## src/sv/qamhd_pkg.sv

```systemverilog
// qamhd_pkg: shared widths, mode and register codes, gray tables and the
// per-symbol code struct for the qam hard demapper. No dependencies.
`default_nettype none

package qamhd_pkg;

  // sample and register widths
  localparam int SAMPLE_W = 16;
  localparam int STEP_W   = 15;
  localparam int MODE_W   = 3;
  localparam int ADDR_W   = 8;
  localparam int CODE_W   = 8;
  localparam int NBITS_W  = 4;
  localparam int IDX_W    = 4;
  localparam int ACC_W    = 15;
  localparam int CNT_W    = 3;

  // widest threshold is 7 * step, kept signed one bit wider
  localparam int MULT_W   = STEP_W + 3;
  localparam int THR_W    = MULT_W + 1;

  // mode codes
  localparam logic [MODE_W-1:0] MODE_BPSK   = 3'd0;
  localparam logic [MODE_W-1:0] MODE_QPSK   = 3'd1;
  localparam logic [MODE_W-1:0] MODE_QAM16  = 3'd2;
  localparam logic [MODE_W-1:0] MODE_QAM64  = 3'd3;
  localparam logic [MODE_W-1:0] MODE_QAM256 = 3'd4;

  // configuration register indexes
  localparam logic [ADDR_W-1:0] CFG_MODE        = 8'd0;
  localparam logic [ADDR_W-1:0] CFG_STEP_QAM16  = 8'd1;
  localparam logic [ADDR_W-1:0] CFG_STEP_QAM64  = 8'd2;
  localparam logic [ADDR_W-1:0] CFG_STEP_QAM256 = 8'd3;

  // register reset values
  localparam logic [MODE_W-1:0] MODE_RST        = MODE_BPSK;
  localparam logic [STEP_W-1:0] STEP_QAM16_RST  = 15'd5181;
  localparam logic [STEP_W-1:0] STEP_QAM64_RST  = 15'd2528;
  localparam logic [STEP_W-1:0] STEP_QAM256_RST = 15'd1257;

  // bits of one symbol, low bits first
  typedef struct packed {
    logic                valid;
    logic [NBITS_W-1:0]  nbits;
    logic [CODE_W-1:0]   code;
  } sym_code_t;

  // gray map for 4 levels per axis
  function automatic logic [1:0] gray16(input logic [1:0] idx);
    logic [1:0] g;
    case (idx)
      2'd0:    g = 2'b00;
      2'd1:    g = 2'b01;
      2'd2:    g = 2'b11;
      default: g = 2'b10;
    endcase
    return g;
  endfunction

  // gray map for 8 levels per axis
  function automatic logic [2:0] gray64(input logic [2:0] idx);
    logic [2:0] g;
    case (idx)
      3'd0:    g = 3'b000;
      3'd1:    g = 3'b001;
      3'd2:    g = 3'b011;
      3'd3:    g = 3'b010;
      3'd4:    g = 3'b110;
      3'd5:    g = 3'b111;
      3'd6:    g = 3'b101;
      default: g = 3'b100;
    endcase
    return g;
  endfunction

  // gray map for 16 levels per axis
  function automatic logic [3:0] gray256(input logic [3:0] idx);
    logic [3:0] g;
    case (idx)
      4'd0:    g = 4'h1;
      4'd1:    g = 4'h5;
      4'd2:    g = 4'h7;
      4'd3:    g = 4'h3;
      4'd4:    g = 4'h2;
      4'd5:    g = 4'h6;
      4'd6:    g = 4'h4;
      4'd7:    g = 4'h0;
      4'd8:    g = 4'h8;
      4'd9:    g = 4'hC;
      4'd10:   g = 4'hE;
      4'd11:   g = 4'hA;
      4'd12:   g = 4'hB;
      4'd13:   g = 4'hF;
      4'd14:   g = 4'hD;
      default: g = 4'h9;
    endcase
    return g;
  endfunction

endpackage

`default_nettype wire

```

## src/sv/qamhd_slicer.sv

```systemverilog
// qamhd_slicer: slices one registered symbol into its gray-coded bits.
// Depends on qamhd_pkg.
`default_nettype none

module qamhd_slicer
  import qamhd_pkg::*;
(
  input  wire logic signed [SAMPLE_W-1:0] i_sample,
  input  wire logic signed [SAMPLE_W-1:0] q_sample,
  input  wire logic        [MODE_W-1:0]   mode,
  input  wire logic        [STEP_W-1:0]   step_qam16,
  input  wire logic        [STEP_W-1:0]   step_qam64,
  input  wire logic        [STEP_W-1:0]   step_qam256,
  output sym_code_t                       sym
);

  // count thresholds k*step, |k| <= top, that x is at or above
  function automatic logic [IDX_W-1:0] level_index(
    input logic signed [SAMPLE_W-1:0] x,
    input logic        [STEP_W-1:0]   step,
    input logic        [2:0]          top
  );
    logic signed [THR_W-1:0] xs;
    logic        [MULT_W-1:0] prod;
    logic signed [THR_W-1:0] thr_pos;
    logic signed [THR_W-1:0] thr_neg;
    logic        [IDX_W-1:0] idx;
    xs  = THR_W'(x);
    idx = IDX_W'(xs >= 0);
    for (int k = 1; k <= 7; k++) begin
      prod    = MULT_W'(step) * MULT_W'(k);
      thr_pos = $signed({1'b0, prod});
      thr_neg = -thr_pos;
      if (3'(k) <= top) begin
        idx = idx + IDX_W'(xs >= thr_pos) + IDX_W'(xs >= thr_neg);
      end
    end
    return idx;
  endfunction

  logic [STEP_W-1:0] step_sel;
  logic [2:0]        top_sel;
  logic [IDX_W-1:0]  idx_i;
  logic [IDX_W-1:0]  idx_q;
  logic              pos_i;
  logic              pos_q;

  // spacing and outermost threshold for the active mode
  always_comb begin
    unique case (mode)
      MODE_QAM16: begin
        step_sel = step_qam16;
        top_sel  = 3'd1;
      end
      MODE_QAM64: begin
        step_sel = step_qam64;
        top_sel  = 3'd3;
      end
      default: begin
        step_sel = step_qam256;
        top_sel  = 3'd7;
      end
    endcase
  end

  // threshold compares on both axes
  assign idx_i = level_index(i_sample, step_sel, top_sel);
  assign idx_q = level_index(q_sample, step_sel, top_sel);

  // sign decisions, strictly above zero
  assign pos_i = !i_sample[SAMPLE_W-1] && (i_sample != '0);
  assign pos_q = !q_sample[SAMPLE_W-1] && (q_sample != '0);

  // pack real code low, imaginary code above
  always_comb begin
    unique case (mode)
      MODE_BPSK: begin
        sym.valid = 1'b1;
        sym.nbits = NBITS_W'(1);
        sym.code  = CODE_W'(pos_i);
      end
      MODE_QPSK: begin
        sym.valid = 1'b1;
        sym.nbits = NBITS_W'(2);
        sym.code  = CODE_W'({pos_q, pos_i});
      end
      MODE_QAM16: begin
        sym.valid = 1'b1;
        sym.nbits = NBITS_W'(4);
        sym.code  = CODE_W'({gray16(idx_q[1:0]), gray16(idx_i[1:0])});
      end
      MODE_QAM64: begin
        sym.valid = 1'b1;
        sym.nbits = NBITS_W'(6);
        sym.code  = CODE_W'({gray64(idx_q[2:0]), gray64(idx_i[2:0])});
      end
      MODE_QAM256: begin
        sym.valid = 1'b1;
        sym.nbits = NBITS_W'(8);
        sym.code  = {gray256(idx_q), gray256(idx_i)};
      end
      default: begin
        sym.valid = 1'b0;
        sym.nbits = '0;
        sym.code  = '0;
      end
    endcase
  end

endmodule

`default_nettype wire

```

## src/sv/qam_hard_demapper_unit.sv

```systemverilog
// qam_hard_demapper_unit: top level of the hard-decision demapper, with input
// stage, bit packer and output register. Depends on qamhd_pkg, qamhd_slicer.
//
//   channel  ports                                   direction
//   in       in_valid, in_stall, in_i_sample/q       symbol requests in
//   out      out_valid, out_stall, out_byte          packed bytes out
//   cfg      cfg_we, cfg_addr, cfg_wdata             register writes in
//
// One symbol is taken per cycle while in_stall is low; a symbol is held in the input
// register from its accepting edge, and a byte it completes is then written to the output
// register once the output can take it (input register, then slicer and packer).
// The packer loop (pending bits and count) is closed through its own state registers.
// Synchronous active-low reset clears the stage valid flags and pending bits and loads the register reset values.
// A held output byte stalls the input only while the input register also
// holds a symbol.
`default_nettype none

module qam_hard_demapper_unit
  import qamhd_pkg::*;
(
  input  wire logic                       clk,
  input  wire logic                       rst_n,
  // symbol input
  input  wire logic                       in_valid,
  output      logic                       in_stall,
  input  wire logic signed [SAMPLE_W-1:0] in_i_sample,
  input  wire logic signed [SAMPLE_W-1:0] in_q_sample,
  // byte output
  output      logic                       out_valid,
  input  wire logic                       out_stall,
  output      logic        [7:0]          out_byte,
  // configuration
  input  wire logic                       cfg_we,
  input  wire logic        [ADDR_W-1:0]   cfg_addr,
  input  wire logic        [STEP_W-1:0]   cfg_wdata
);

  logic [MODE_W-1:0] mode_r;
  logic [STEP_W-1:0] step_qam16_r;
  logic [STEP_W-1:0] step_qam64_r;
  logic [STEP_W-1:0] step_qam256_r;

  logic                       s1_valid_r;
  logic                       s1_valid_nxt;
  logic signed [SAMPLE_W-1:0] s1_i_r;
  logic signed [SAMPLE_W-1:0] s1_q_r;

  logic [ACC_W-1:0] acc_r;
  logic [ACC_W-1:0] acc_nxt;
  logic [CNT_W-1:0] cnt_r;
  logic [CNT_W-1:0] cnt_nxt;
  logic             out_valid_r;
  logic             out_valid_nxt;
  logic [7:0]       out_byte_r;
  logic [7:0]       out_byte_nxt;

  sym_code_t        sym;
  logic             adv;
  logic             accept_in;
  logic             fire;
  logic [ACC_W-1:0] merged;
  logic [CNT_W:0]   sum;

  // configuration registers
  always_ff @(posedge clk) begin
    if (!rst_n) begin
      mode_r        <= MODE_RST;
      step_qam16_r  <= STEP_QAM16_RST;
      step_qam64_r  <= STEP_QAM64_RST;
      step_qam256_r <= STEP_QAM256_RST;
    end else if (cfg_we) begin
      unique case (cfg_addr)
        CFG_MODE:        mode_r        <= cfg_wdata[MODE_W-1:0];
        CFG_STEP_QAM16:  step_qam16_r  <= cfg_wdata;
        CFG_STEP_QAM64:  step_qam64_r  <= cfg_wdata;
        CFG_STEP_QAM256: step_qam256_r <= cfg_wdata;
        default: ;
      endcase
    end
  end

  // handshake: input stage moves whenever the output register can take a byte
  assign adv       = !out_valid_r || !out_stall;
  assign in_stall  = s1_valid_r && !adv;
  assign accept_in = in_valid && !in_stall;

  assign s1_valid_nxt = accept_in || (s1_valid_r && !adv);

  // input register
  always_ff @(posedge clk) begin
    if (!rst_n) begin
      s1_valid_r <= 1'b0;
    end else begin
      s1_valid_r <= s1_valid_nxt;
    end
    if (accept_in) begin
      s1_i_r <= in_i_sample;
      s1_q_r <= in_q_sample;
    end
  end

  // slicing and gray mapping
  qamhd_slicer u_slicer (
    .i_sample    (s1_i_r),
    .q_sample    (s1_q_r),
    .mode        (mode_r),
    .step_qam16  (step_qam16_r),
    .step_qam64  (step_qam64_r),
    .step_qam256 (step_qam256_r),
    .sym         (sym)
  );

  // bit packer: append code after pending bits, emit a full byte
  assign fire   = s1_valid_r && adv && sym.valid;
  assign merged = acc_r | (ACC_W'(sym.code) << cnt_r);
  assign sum    = {1'b0, cnt_r} + sym.nbits;

  always_comb begin
    acc_nxt       = acc_r;
    cnt_nxt       = cnt_r;
    out_byte_nxt  = out_byte_r;
    out_valid_nxt = out_valid_r && out_stall;
    if (fire) begin
      cnt_nxt = sum[CNT_W-1:0];
      if (sum[CNT_W]) begin
        out_byte_nxt  = merged[7:0];
        acc_nxt       = merged >> 8;
        out_valid_nxt = 1'b1;
      end else begin
        acc_nxt = merged;
      end
    end
  end

  // packer state and output register
  always_ff @(posedge clk) begin
    if (!rst_n) begin
      acc_r       <= '0;
      cnt_r       <= '0;
      out_valid_r <= 1'b0;
    end else begin
      acc_r       <= acc_nxt;
      cnt_r       <= cnt_nxt;
      out_valid_r <= out_valid_nxt;
    end
    out_byte_r <= out_byte_nxt;
  end

  assign out_valid = out_valid_r;
  assign out_byte  = out_byte_r;

`ifndef SYNTHESIS
  // a new byte only comes from a symbol held in the input stage
  a_byte_from_symbol: assert property (@(posedge clk) disable iff (!rst_n)
    $rose(out_valid_r) |-> $past(s1_valid_r))
    else $error("byte appeared without a symbol in the input stage");

  // a stalled symbol stays in the input stage
  a_symbol_kept: assert property (@(posedge clk) disable iff (!rst_n)
    (s1_valid_r && !adv) |=> s1_valid_r)
    else $error("symbol dropped from the input stage");

  // an unused mode adds no bits
  a_unused_mode_idle: assert property (@(posedge clk) disable iff (!rst_n)
    (s1_valid_r && adv && !sym.valid) |=> ($stable(cnt_r) && $stable(acc_r)))
    else $error("pending bits changed for an unused mode");

  // pending bits above the count are always clear
  a_acc_clean: assert property (@(posedge clk) disable iff (!rst_n)
    (acc_r >> cnt_r) == '0)
    else $error("stale bits above the pending count");
`endif

endmodule

`default_nettype wire
```

## config.mk

```make
export PLATFORM = sky130hd
export DESIGN_NAME = qam_hard_demapper_unit
export DESIGN_NICKNAME = d
export VERILOG_FILES = /design/src/sv/qamhd_pkg.sv /design/src/sv/qamhd_slicer.sv /design/src/sv/qam_hard_demapper_unit.sv
export SDC_FILE = /design/constraint.sdc
export NUM_CORES = 1
export LEC_CHECK = 0
export ABC_AREA = 1
export BUFFER_PORTS_ARGS = -buffer_cell sky130_fd_sc_hd__buf_2
export CAP_MARGIN = 20
export CORE_MARGIN = 4
export CORE_UTILIZATION = 70
export DETAILED_ROUTE_END_ITERATION = 16
export GPL_TIMING_DRIVEN = 0
export PLACE_DENSITY = 0.89
export SLEW_MARGIN = 20
export SYNTH_ARGS = -nofsm -noshare
export SYNTH_HDL_FRONTEND = slang
export SYNTH_SLANG_ARGS = --single-unit
```

## constraint.sdc

```tcl
create_clock -name clk -period 24.3 [get_ports clk]
set_clock_uncertainty 0.2 [all_clocks]
set_input_delay 1.215 -clock clk [delete_from_list [all_inputs] [get_ports clk]]
set_output_delay 1.215 -clock clk [all_outputs]
set_load 0.1 [all_outputs]
```

==> results of run 1 <==
layer usage:
layer  routed length [µm]  share of wire
met1                25200           0.37
met2                30700           0.44
met3                 7680           0.11
met4                 5500          0.080
met5                   54        0.00078
worst max-delay path, delay by kind of cell (launching register included):
kind / cells / cell delay, ns
simple gates: 23 / 4.16
fa+ha+maj: 8 / 3.26
compound gates: 10 / 2.47
buf+inv: 7 / 2.03
xor+xnor: 1 / 0.55
flops: 1 / 0.44
synth_stat cells, drive strengths merged (5+ instances only):
library cell	number	area share
nand2	590	0.12
ha	486	0.31
inv	315	0.060
nor2	243	0.051
a21oi	242	0.061
nand3	185	0.048
o21ai	128	0.032
nand4	70	0.024
dfxtp	68	0.069
xor2	66	0.029
edfxtp	40	0.060
nor3	29	0.0078
fa	28	0.028
nor4	25	0.0082
o211ai	23	0.0087
xnor2	23	0.010
clkbuf	21	0.0040
o21bai	21	0.0079
buf	18	0.0061
a211oi	17	0.0064
o21a	13	0.0049
o221ai	10	0.0044
a21o	9	0.0034
a22oi	9	0.0034
nor3b	9	0.0034
a31oi	8	0.0025
o31ai	8	0.0030
o22ai	7	0.0022
or2	7	0.0022
o2111ai	6	0.0026
nand3b	5	0.0019
layout make-up:
type                            instances  area, µm²  share of cell area
Multi-Input combinational cell       2318      15900               0.756
Sequential cell                       108       2560               0.122
Inverter                              317       1190              0.0566
Tap cell                              378        473              0.0224
Timing Repair Buffer                   73        418              0.0198
Clock buffer                            9        225              0.0107
Buffer                                 39        200             0.00950
Clock inverter                          7       76.3             0.00362
metrics by stage:
| stage | hold WS, ns | util | cells | setup slack, ns |
|---|---|---|---|---|
| after floorplan | 0.242 | - | 2782 | 14.13 |
| after global placement | 0.254 | 0.743 | 3228 | 11.38 |
| after CTS | 0.282 | 0.757 | 3249 | 11.45 |
| after detailed placement | 0.259 | 0.746 | 3233 | 11.58 |
| final | 0.293 | 0.757 | 3249 | 11.04 |
| after global routing | 0.321 | 0.757 | 3249 | 10.35 |
registers in the layout (all words and copies together) (netlist names):
register and cells:
step_qam64_r 15, out_byte 8, out_valid 1, acc_r 15
cnt_r 3, s1_q_r 16, step_qam16_r 15, s1_i_r 16
s1_valid_r 1, mode_r 3, step_qam256_r 15
power groups by stage:
stage / Sequential, µW / Clock (µW) / Combinational, µW
floorplan: 207 / 0 / 293
global placement: 217 / 0 / 354
detailed placement: 216 / 0 / 381
CTS: 212 / 154 / 384
global route: 213 / 161 / 452
finish: 213 / 155 / 392
final timing paths:
| path | startpoint | endpoint | slack, ns | depth (start not counted) |
|---|---|---|---|---|
| max | mode_r[2] | acc_r[3] | 11.04 | 49 |
| min | step_qam256_r[14] | step_qam256_r[14] | 0.29 | 2 |
| max reg2reg | mode_r[2] | acc_r[3] | 11.04 | 49 |
| min reg2reg | step_qam256_r[14] | step_qam256_r[14] | 0.29 | 2 |
kinds of logic (layout without fill, tap and decap cells):
group | Yosys count | after routing | share of synthesized area
flip-flops | 108 | 108 | 0.129
multiplexers | 2 | 2 | 0.00107
adder cells (fa/ha/maj) | 514 | 514 | 0.334
AND/OR/NAND/NOR | 1175 | 1175 | 0.267
AO/OA/AOI/OAI | 538 | 538 | 0.159
XOR/XNOR | 89 | 89 | 0.0392
buffers and inverters | 356 | 445 | 0.0701
==> metrics, run 1 <==
outcome=completed; Nets=3,440; pwr dens=36.1 mW/mm²; unrepaired setup endpoints after global routing=false; register bit total from synthesis=108; cell area after synthesis=0.0199 mm²; num rows=61; leakage power=0.0109 µW; # fillers=2,180; average size of a mapped cell=7.14 µm²; Inserted Clock Buffers=9; total power draw=760 µW; Max Slew Vio Count=0; DR DRC count=0; Hold Path Class=reg -> reg; most common cell after layout, fill and taps aside=nand2_1; post-synthesis sequential area ratio=0.129; post-CTS sizing=0; post-CTS setup buffers=0; met1 usage=0.514; CTS max path bufs=2; ys flop type=dfxtp_1; Cells after Synth=2,782; hpwl dp=55.0 mm; Top Usage Layer GRT=met2; worst relative slew slack=0.238; Vias/cell=6.54; most frequent cells in the layout=nand2_1 (561), ha_1 (486), inv_1 (300), a21oi_1 (240), nor2_1 (227); placer congestion estimate=0.997; die span in y=176 µm; CP Capture Type=flop; most used cell, CP=nand2_1; DP Area=0.0208 mm²; Async S/R FF share, synth=0; met3 usage=0.0848; Core ar.=0.0279 mm²; crit path time final=13.26 ns; Sw Ratio=0.457; Critical Path RT=24.35 ns; Die X-Extent=176 µm; slew of the pin with the lowest slew margin=1.13 ns; antenna diode count=0; Die ar.=0.0311 mm²; DR iter-0 viols=2,272; grt met2 use=0.703; port bufs=68; via count=21,200; Synth cell types=72; CP startpoint kind=flop; post-route cell area=0.0211 mm²; Worst Path Arrival=13.31 ns; Worst-path clk slew=0.08 ns; largest stage delay on the critical path=0.62 ns; layout cells sized above 1=0.0658; # setup viols final=0; Hold Violations, Final=0; Clock Latency Late Sink=0.36 ns; max cap viols=0; Overall Global Routing Usage=0.430; Tcrit/Tclk final=0.546; Highest Clock Rate=0.0754 GHz; initial antenna violation count=0; Area Growth Syn to Fin=6.09%; Slowest cell on crit path=or4_1; setup TNS=0 ns; final antenna-violating net count=0; DR WL/cell=21.3 µm; TritonRoute pass-1 iters=9; Routed WL=69.1 mm; Synthesis Warnings=0; post-synth net total=3,356; CTS tree=built; Psw=347 µW; Max rail drop VDD=0.0364 mV; maximum fanout along the worst path=10; WS Path Type=reg -> reg; first-pass GRT wire length=106 mm; Num Clock Sinks=108; Gate power share=0.516; root buffer cell=clkbuf_16; largest net degree at the start of global routing=33; Starting Density=0.713; vias in the first global route=20,700; Hold Buf Count CTS=0; Top Ports=70; Clk pwr share=0.204; # H-tree levels=3; EDFF count, synth=40; grt total ovfl=0; cell-internal power=413 µW; part of the power in registers=0.280
No activity file was read; power rests on OpenSTA's default activity.
==> run 2, diff against run 1 <==
- ABC_AREA: 1 -> 0
- CORE_UTILIZATION: 70 -> 66
- PLACE_DENSITY: 0.89 -> 0.84
- clock period: 24.3 -> 12.2 ns (I/O delays scaled with it)
==> run 2 against run 1 <==
  * Critical path depth grew 4
  * Via count shrank 9.6%
  * Non-clock buffer count grew 68
  * First-iteration DRC count shrank 20%
  * Sequential power grew 110%
  * Critical path type unchanged
  * Critical endpoint is now acc_r[4]
  * Highest routed layer is now met4
==> metrics, run 2 <==
Num Clock Sinks=108 (unchanged); ys flop type=dfxtp_1; Die ar.=0.0325 mm² (+4.3%); worst setup margin=0.359 ns (-10.68 ns); most frequent cells in the layout=ha_1 (482), nand2_1 (206), nor2_1 (130), a21o_1 (125), inv_1 (115); via count=19,200 (-9.6%); post-route insts no fill=2,818 (-13%); layout cells sized above 1=0.121 (+0.0554); DR iter-0 viols=1,809 (-20%); Gate power share=0.641 (+0.125); hpwl dp=49.1 mm (-11%); Overall Global Routing Usage=0.381 (-0.0498); maximum fanout along the worst path=10 (unchanged); Clock Latency Late Sink=0.37 ns (about the same); Area Growth Syn to Fin=11.1%; Psw=965 µW (+180%); Worst-path clk slew=0.08 ns (about the same); Synthesis Warnings=0 (unchanged); antenna diode count=0 (unchanged); vias in the first global route=18,700 (-9.7%); Inserted Clock Buffers=9 (unchanged); final antenna-violating net count=0 (unchanged); Async S/R FF share, synth=0 (unchanged); dpl ws=-2.40 ns (-13.98 ns); outcome=completed; cell-internal power=1190 µW (+190%); crit path time final=11.84 ns (-1.42 ns); grt total ovfl=0 (unchanged); leakage power=0.0102 µW (-5.8%); Nets=3,003 (-13%); Clk pwr share=0.150 (-0.054); largest net degree at the start of global routing=30 (-9.1%); post-synthesis sequential area ratio=0.131 (+0.00194); CP Capture Type=flop; # setup viols final=0 (unchanged); Cells after DPL=2,759 (-15%); Synth cell types=93 (+29%); num rows=62 (+1.6%); Highest Clock Rate=0.0845 GHz (+12%); average size of a mapped cell=8.52 µm² (+19%); most common cell after layout, fill and taps aside=ha_1; Die X-Extent=180 µm (+2.1%); max cap viols=0 (unchanged); Top delay family on crit path=compound AO/OA/AOI/OAI gates; Worst Path Arrival=11.91 ns (-1.40 ns); Max rail drop VDD=0.192 mV (+430%); CP startpoint kind=flop; final core utilization=0.750 (-0.00684); CTS max path bufs=2 (unchanged); placer congestion estimate=1.03 (+3.8%); biggest regs=s1_i_r x16, s1_q_r x16; Max Slew Vio Count=0 (unchanged); Cells after Synth=2,297 (-17%); part of the power in registers=0.209 (-0.071); post-synth net total=2,871 (-14%); Hold Violations, Final=0 (unchanged); leading area contributor after synthesis=ha_1; root buffer cell=clkbuf_16; first-pass GRT wire length=100 mm (-6.0%); Top Ports=70 (unchanged); DR DRC count=0 (unchanged); port bufs=68 (unchanged); cell area after synthesis=0.0196 mm² (-1.5%); initial antenna violation count=0 (unchanged); Vias/cell=6.81 (+4.2%); worst relative slew slack=0.126 (-0.112); TritonRoute pass-1 iters=5 (-4); die span in y=180 µm (+2.1%); Slowest cell on crit path=fa_1; Core ar.=0.0290 mm² (+4.1%); Routed WL=64.9 mm (-6.2%); most frequent cells after synthesis=ha_1 (486), nand2_1 (207), nor2_1 (134), a21o_1 (125), a21oi_1 (121); total power draw=2160 µW (+180%); CTS tree=built; # H-tree levels=3 (unchanged); register bit total from synthesis=108 (unchanged); slew of the pin with the lowest slew margin=1.31 ns (+0.182 ns); Synth top area share=0.311 (+0.00460); top-count cell post-synth=ha_1; Tcrit/Tclk final=0.971 (+0.425); Hold Path Class=in -> reg; DR WL/cell=23.0 µm (+8.2%); pwr dens=99.2 mW/mm² (+170%); EDFF count, synth=40 (unchanged); Critical Path RT=12.27 ns (-12.08 ns); Sw Ratio=0.447 (-0.00932); setup TNS=0 ns (unchanged); top cells by area, synth=ha_1 (31%), dfxtp_1 (7.0%), edfxtp_1 (6.1%), a21o_1 (4.8%), xnor2_1 (4.7%); largest stage delay on the critical path=0.54 ns (-0.08 ns); Buf+Inv Stages, Crit Path=5 (-2); Starting Density=0.675 (-0.0385); WS Path Type=reg -> reg
## run 2: cell count changes after synthesis, moves of 56 or more
cell and change:
nand2_1 -354, inv_1 -183, a21oi_1 -120, nand3_1 -120, a21o_1 +116, nor2_1 -93, xnor2_1 +83, o21a_1 +56
## run 2: cell families after synthesis
group / after synthesis / share of synthesized area
xor+xnor: 146 / 0.0686
fa+ha+maj: 544 / 0.355
compound gates: 615 / 0.214
simple gates: 658 / 0.166
buf+inv: 185 / 0.0392
flops: 108 / 0.131
mux: 41 / 0.0265
## run 2: per-stage QoR
step / area (µm²) / hold slack [ns]
floorplan: 19600 / 0.235
global placement: 20400 / 0.249
detailed placement: 20600 / 0.257
CTS: 21100 / 0.198
global route: 21800 / 0.199
finish: 21800 / 0.204
## run 2: area by class of cell
cell class / count / area, µm²
flip-flops and latches: 108 / 2570
plain buffers: 57 / 337
clock inverters: 7 / 103
multi-input cells: 2004 / 16700
well taps: 384 / 480
inverters: 126 / 489
fillers: 2169 / 7250
clock buffers: 9 / 225
repair buffers: 123 / 847
## run 2: power groups by stage
stage / combinational [µW] / clock [µW] / sequential [µW]
after floorplan: 951 / 0 / 423
after global placement: 1140 / 0 / 460
after detailed placement: 1200 / 0 / 455
after CTS: 1220 / 324 / 447
after global routing: 1540 / 341 / 449
final: 1380 / 323 / 452
## run 2: worst paths after layout
path | cells past startpoint | startpoint | to | slack, ns
setup / recovery | 53 | mode_r[1] | acc_r[4] | 0.36
hold / removal | 1 | in_i_sample[4] | s1_i_r[4] | 0.20
setup reg to reg | 53 | mode_r[1] | acc_r[4] | 0.36
hold reg to reg | 2 | step_qam64_r[9] | step_qam64_r[9] | 0.27
## run 2: metal layers
metal	part of all wire	track usage	vias to the layer above
met2	0.43	0.586	1086
met5	0	0	-
met1	0.40	0.503	9022
met4	0.055	0.194	0
met3	0.12	0.0826	269
li1	-	-	8815
## run 2: what timing repair did
item	4_1_cts	5_1_grt
hold buffers	0	0
pin swaps	6	24
resized for setup	32	84
setup buffers	12	32
endpoints found under the setup margin	23	22
